### config.mk
export PLATFORM = sky130hd
export DESIGN_NAME = ptw_ctrl
export DESIGN_NICKNAME = d
export VERILOG_FILES = /design/src/hdl/ptw_pkg.sv /design/src/hdl/ptw_ctrl.sv
export SDC_FILE = /design/constraint.sdc
export NUM_CORES = 1
export LEC_CHECK = 0
export ABC_AREA = 1
export BUFFER_PORTS_ARGS = -buffer_cell sky130_fd_sc_hd__buf_2
export CORE_AREA = 2 2 39 41
export DETAILED_ROUTE_END_ITERATION = 8
export DIE_AREA = 0 0 41 43
export PLACE_DENSITY = 0.48
export SLEW_MARGIN = 0
export SYNTH_ARGS = -nofsm -noshare
export SYNTH_HDL_FRONTEND = slang
export SYNTH_SLANG_ARGS = --single-unit
### constraint.sdc
create_clock -name clk_i -period 1.6 [get_ports clk_i]
set_input_delay 0.08 -clock clk_i [delete_from_list [all_inputs] [get_ports clk_i]]
set_output_delay 0.08 -clock clk_i [all_outputs]
set_load 0.05 [all_outputs]
### src/hdl/ptw_pkg.sv
// Shared types and constants for the two-level page walker.
`default_nettype none

package ptw_pkg;

  localparam int unsigned DefPageBytes   = 256;
  localparam int unsigned DefMemoryBytes = 65536;

  localparam int unsigned VaW    = 24;
  localparam int unsigned PageW  = 8;
  localparam int unsigned PaW    = 16;
  localparam int unsigned FaultW = 2;

  typedef enum logic [FaultW-1:0] {
    FAULT_NONE = 2'd0,
    FAULT_DIR  = 2'd1,
    FAULT_TBL  = 2'd2
  } fault_e;

  typedef enum logic {
    ACT_WRITE     = 1'b0,
    ACT_TRANSLATE = 1'b1
  } action_e;

  typedef enum logic [1:0] {
    ST_CLEAR,
    ST_IDLE,
    ST_DIR_RD,
    ST_TBL_RD
  } ctrl_state_e;

  typedef enum logic [1:0] {
    ADDR_CLEAR,
    ADDR_DIR,
    ADDR_WRITE,
    ADDR_TABLE
  } addr_sel_e;

  typedef struct packed {
    addr_sel_e addr_sel;
    logic      mem_we;
    logic      mem_re;
    logic      clr_step;
    logic      va_load;
    logic      rsp_load;
    fault_e    rsp_fault;
  } ptw_cmd_t;

  typedef struct packed {
    logic clr_last;
    logic entry_zero;
  } ptw_stat_t;

endpackage

`default_nettype wire

### src/hdl/ptw_ctrl.sv
// Walker controller: clearing pass, item handshake and walk sequencing.
`default_nettype none

module ptw_ctrl import ptw_pkg::*; (
  input  wire logic      clk_i,
  input  wire logic      rst_ni,
  input  wire logic      req_valid_i,
  input  wire logic      req_action_i,
  output logic           req_ready_o,
  input  wire logic      rsp_ready_i,
  output logic           rsp_valid_o,
  input  wire ptw_stat_t stat_i,
  output ptw_cmd_t       cmd_o
);

  ctrl_state_e state_q, state_d;
  logic        rsp_valid_q, rsp_valid_d;
  logic        out_free;
  logic        is_translate;

  assign out_free     = !rsp_valid_q || rsp_ready_i;
  assign is_translate = req_action_i == ACT_TRANSLATE;

  always_comb begin
    state_d = state_q;
    case (state_q)
      ST_CLEAR: begin
        if (stat_i.clr_last) begin
          state_d = ST_IDLE;
        end
      end
      ST_IDLE: begin
        if (req_valid_i && is_translate) begin
          state_d = ST_DIR_RD;
        end
      end
      ST_DIR_RD: begin
        if (!stat_i.entry_zero) begin
          state_d = ST_TBL_RD;
        end else if (out_free) begin
          state_d = ST_IDLE;
        end
      end
      ST_TBL_RD: begin
        if (out_free) begin
          state_d = ST_IDLE;
        end
      end
      default: state_d = ST_CLEAR;
    endcase
  end

  always_comb begin
    cmd_o.addr_sel  = ADDR_DIR;
    cmd_o.mem_we    = 1'b0;
    cmd_o.mem_re    = 1'b0;
    cmd_o.clr_step  = 1'b0;
    cmd_o.va_load   = 1'b0;
    cmd_o.rsp_load  = 1'b0;
    cmd_o.rsp_fault = FAULT_NONE;
    req_ready_o     = 1'b0;
    case (state_q)
      ST_CLEAR: begin
        cmd_o.addr_sel = ADDR_CLEAR;
        cmd_o.mem_we   = 1'b1;
        cmd_o.clr_step = 1'b1;
      end
      ST_IDLE: begin
        req_ready_o    = 1'b1;
        cmd_o.addr_sel = is_translate ? ADDR_DIR : ADDR_WRITE;
        cmd_o.mem_we   = req_valid_i && !is_translate;
        cmd_o.mem_re   = req_valid_i && is_translate;
        cmd_o.va_load  = req_valid_i && is_translate;
      end
      ST_DIR_RD: begin
        if (!stat_i.entry_zero) begin
          cmd_o.addr_sel = ADDR_TABLE;
          cmd_o.mem_re   = 1'b1;
        end else if (out_free) begin
          cmd_o.rsp_load  = 1'b1;
          cmd_o.rsp_fault = FAULT_DIR;
        end
      end
      ST_TBL_RD: begin
        if (out_free) begin
          cmd_o.rsp_load  = 1'b1;
          cmd_o.rsp_fault = stat_i.entry_zero ? FAULT_TBL : FAULT_NONE;
        end
      end
      default: begin
        cmd_o.addr_sel = ADDR_CLEAR;
      end
    endcase
  end

  always_comb begin
    rsp_valid_d = rsp_valid_q;
    if (cmd_o.rsp_load) begin
      rsp_valid_d = 1'b1;
    end else if (rsp_ready_i) begin
      rsp_valid_d = 1'b0;
    end
  end

  always_ff @(posedge clk_i or negedge rst_ni) begin
    if (!rst_ni) begin
      state_q     <= ST_CLEAR;
      rsp_valid_q <= 1'b0;
    end else begin
      state_q     <= state_d;
      rsp_valid_q <= rsp_valid_d;
    end
  end

  assign rsp_valid_o = rsp_valid_q;

endmodule

`default_nettype wire

==> metrics.log <==
INFO  metric cp.arrival = 1.45 ns
INFO  metric yosys_register_bits = 3
INFO  metric dieHeight = 43 µm
INFO  metric clkTransAtPathRegs = 0.04 ns
INFO  metric std_cell_rows = 14
INFO  metric critical_path_required = 1.52 ns
INFO  metric report.final.setup_viol = 0
INFO  metric whs_path_depth = 3
INFO  metric first_pass_iteration_count_of_the_detailed_router = 3
INFO  metric syn-instance-count = 50
INFO  metric clock_tree.buffer_depth = 2
INFO  metric hold_violations = 0
INFO  metric holdCritStartpoint = stat_i[0]
INFO  metric synth_top_cell_area_share = 23.7%
INFO  metric dominant_synthesized_flop_cell = sky130_fd_sc_hd__dfrtp_1
INFO  metric final_net_count = 84
INFO  metric area.growth.synth_to_final = 60.9%
INFO  metric outcome = finished clean
INFO  metric type_of_the_worst_min_delay_path = in -> reg
INFO  metric rsz0062_at_grt = false
INFO  metric worst_r2r_endpoint = state_q[1]
INFO  metric place.port_buffers = 17
INFO  metric cts.root.buffer_cell = sky130_fd_sc_hd__clkbuf_4
INFO  metric place.gp.congestion = 0.699
INFO  metric ys_warn_count = 0
INFO  metric worst_skew_pair.late_latency = 0.23 ns
INFO  metric num-fill-cells = 155
INFO  metric post-route-min-period = 1.53 ns
INFO  metric timing.fmax = 0.656 GHz
INFO  metric period_share = 95.3%
INFO  metric number_of_buffers_added_by_the_clock_tree_synthesis_step = 3
INFO  metric critical_r2r_launch = state_q[1]
INFO  metric dr_total_vias = 376
INFO  metric crit_path_start_kind = register
INFO  metric synth_largest_area_cell = sky130_fd_sc_hd__dfrtp_1
INFO  metric placeableCoreArea = 1380 µm²
INFO  metric initial_antenna_violation_count = 0
INFO  metric fin_cells = 88
INFO  metric antenna_violating_nets_remaining = 0
INFO  metric grt_pass1_vias = 329
INFO  metric grt_util_all_layers = 10.2%
INFO  metric clock-sinks = 3
INFO  metric antenna-diode-count = 0
INFO  metric clock_skew = 0.00107 ns
INFO  metric timing.max_slew.rel_slack = 83.2%
INFO  metric synthDistinctLibCells = 15
INFO  metric starting_density_of_the_core = 22.9%
INFO  metric htree_num_levels = 1
INFO  metric mapped_avg_cell_area = 6.33 µm²
INFO  metric grt_start_max_net_pins = 7
INFO  metric yosys-top-cells-count = sky130_fd_sc_hd__nand2_1, sky130_fd_sc_hd__inv_1, sky130_fd_sc_hd__a21oi_1
INFO  metric worstSetupEndpointType = output pin
INFO  metric timing.reg2reg.setup_slack = 0.34 ns
INFO  metric vias_per_cell = 4.27
INFO  metric drt_iter0_markers = 2
INFO  metric cp_max_fo = 4
INFO  metric number_of_enable_flip_flop_cells_after_synthesis = 0
INFO  metric grt_first_pass_wirelength = 1.20 mm
INFO  metric timing.reg2reg.worst_path_depth = 7
INFO  metric globalRoute.totalOverflow = 0
INFO  metric setup.worst_path.class = reg -> out
INFO  metric dieWidth = 41 µm
INFO  metric tritoncts = done
INFO  metric synth_async_sr_flop_share = 100%
INFO  metric timing.final.max_slew_violations = 0
INFO  metric finalWirelength = 771 µm
INFO  metric detail_route.drc_violations = 0
INFO  metric hold-path-endpoint = rsp_valid_o
INFO  metric dieArea = 1760 µm²
INFO  metric place.detailed.hpwl = 635 µm
INFO  metric fin_ws = 0.0749 ns
INFO  metric synth_top_cells_by_area = sky130_fd_sc_hd__dfrtp_1, sky130_fd_sc_hd__nand2_1, sky130_fd_sc_hd__ha_1, sky130_fd_sc_hd__inv_1, sky130_fd_sc_hd__a21oi_1
INFO  metric post_drt_wl_per_cell = 8.76 µm
INFO  metric numPlacedInstances = 82
INFO  metric ios = 18
INFO  metric synth_most_common_cell = sky130_fd_sc_hd__nand2_1
INFO  metric sequential_to_total_area_share_from_yosys_stat = 23.7%
INFO  metric worstMarginPinSlew = 0.253 ns
INFO  metric share_of_cells_above_drive_strength_1 = 43.1%
INFO  metric dp_slack = 0.194 ns
INFO  metric max_cap_violations = 0
INFO  metric post_synth_instance_area = 317 µm²
INFO  metric mappedNetlistNets = 61
[kinds of logic (layout without fill, tap and decap cells)]
group,after synthesis,count (layout),share of synthesized area (%)
AOI/OAI and AO/OA,8,8,14.6
and+or+nand+nor,23,23,30.4
adders and majority gates,4,4,15.8
buffers and inverters,12,34,15.4
DFF,3,3,23.7
[critical path, stage by stage, from the launching register on]
cell and delay [ns]:
sky130_fd_sc_hd__dfrtp_1 0.41, sky130_fd_sc_hd__inv_1 0.12, sky130_fd_sc_hd__ha_1 0.25, sky130_fd_sc_hd__a31o_2 0.22
sky130_fd_sc_hd__buf_2 0.20
[cell usage in the layout (no fill, tap or decap)]
master / count
sky130_fd_sc_hd__or2_0: 1
sky130_fd_sc_hd__ha_4: 2
sky130_fd_sc_hd__dfrtp_1: 2
sky130_fd_sc_hd__a21oi_2: 1
sky130_fd_sc_hd__nand2_1: 15
sky130_fd_sc_hd__dfrtp_2: 1
sky130_fd_sc_hd__a31o_2: 1
sky130_fd_sc_hd__ha_1: 2
sky130_fd_sc_hd__dlygate4sd3_1: 1
sky130_fd_sc_hd__nand2_2: 1
sky130_fd_sc_hd__inv_1: 9
sky130_fd_sc_hd__buf_2: 12
sky130_fd_sc_hd__o21ai_0: 1
sky130_fd_sc_hd__clkbuf_4: 5
sky130_fd_sc_hd__inv_2: 2
sky130_fd_sc_hd__nand3_1: 3
sky130_fd_sc_hd__nor2_1: 2
sky130_fd_sc_hd__buf_4: 4
sky130_fd_sc_hd__clkbuf_1: 1
sky130_fd_sc_hd__a21oi_1: 4
sky130_fd_sc_hd__a21boi_2: 1
sky130_fd_sc_hd__nor3_2: 1
[state kept, by name (all words and copies together) (netlist names)]
register	count
rsp_valid_o	1
state_q	2
[what timing repair did]
item / 4_1_cts / 5_1_grt
hold buffers: 1 / 0
hold endpoints to repair: 3 / 0
setup buffers: 0 / 1
pin swaps: 0 / 0
gates resized for setup: 4 / 6
endpoints found under the setup margin: 3 / 6
[final cells by class]
| type | instances | area, µm² | area share (%) |
|---|---|---|---|
| inverter | 11 | 41.3 | 8.11 |
| tap | 16 | 20.0 | 3.93 |
| multi-input combinational | 35 | 230 | 45.2 |
| clock buffer | 4 | 26.3 | 5.16 |
| timing repair buffer | 19 | 115 | 22.6 |
| sequential | 3 | 76.3 | 15.0 |
[stage by stage]
stage / hold WS, ns / setup TNS [ns] / utilization [%] / cell area, µm²
finish: 0.160 / 0 / 36.8 / 509
detailed placement: -0.119 / 0 / 31.0 / 429
global placement: -0.122 / 0 / 31.0 / 429
CTS: 0.155 / 0 / 34.4 / 475
global route: 0.177 / 0 / 36.8 / 509
floorplan: -0.216 / -0.0199 / - / 332
[worst max-delay path by stage]
stage	from	to	slack, ns	cells past startpoint
final	state_q[1]	cmd_o[6]	0.07	4
after global placement	state_q[0]	cmd_o[5]	0.19	5
after CTS	state_q[0]	cmd_o[5]	0.03	5
after detailed placement	state_q[0]	cmd_o[5]	0.19	5
after floorplan	state_q[1]	cmd_o[5]	-0.02	4
after global routing	state_q[1]	cmd_o[5]	0.007	5
[metal layers]
metal  routed length (µm)  track usage (%)  vias up
met5                    0                0        -
met4                    0             6.00        0
met3                   54             4.71        0
met2                  378             16.3       15
met1                  338             10.1      164
li1                     -                -      197
Power is left out: the tool's default activity adds up to more than one toggle a clock period on the data nets, which glitch-free logic cannot reach.
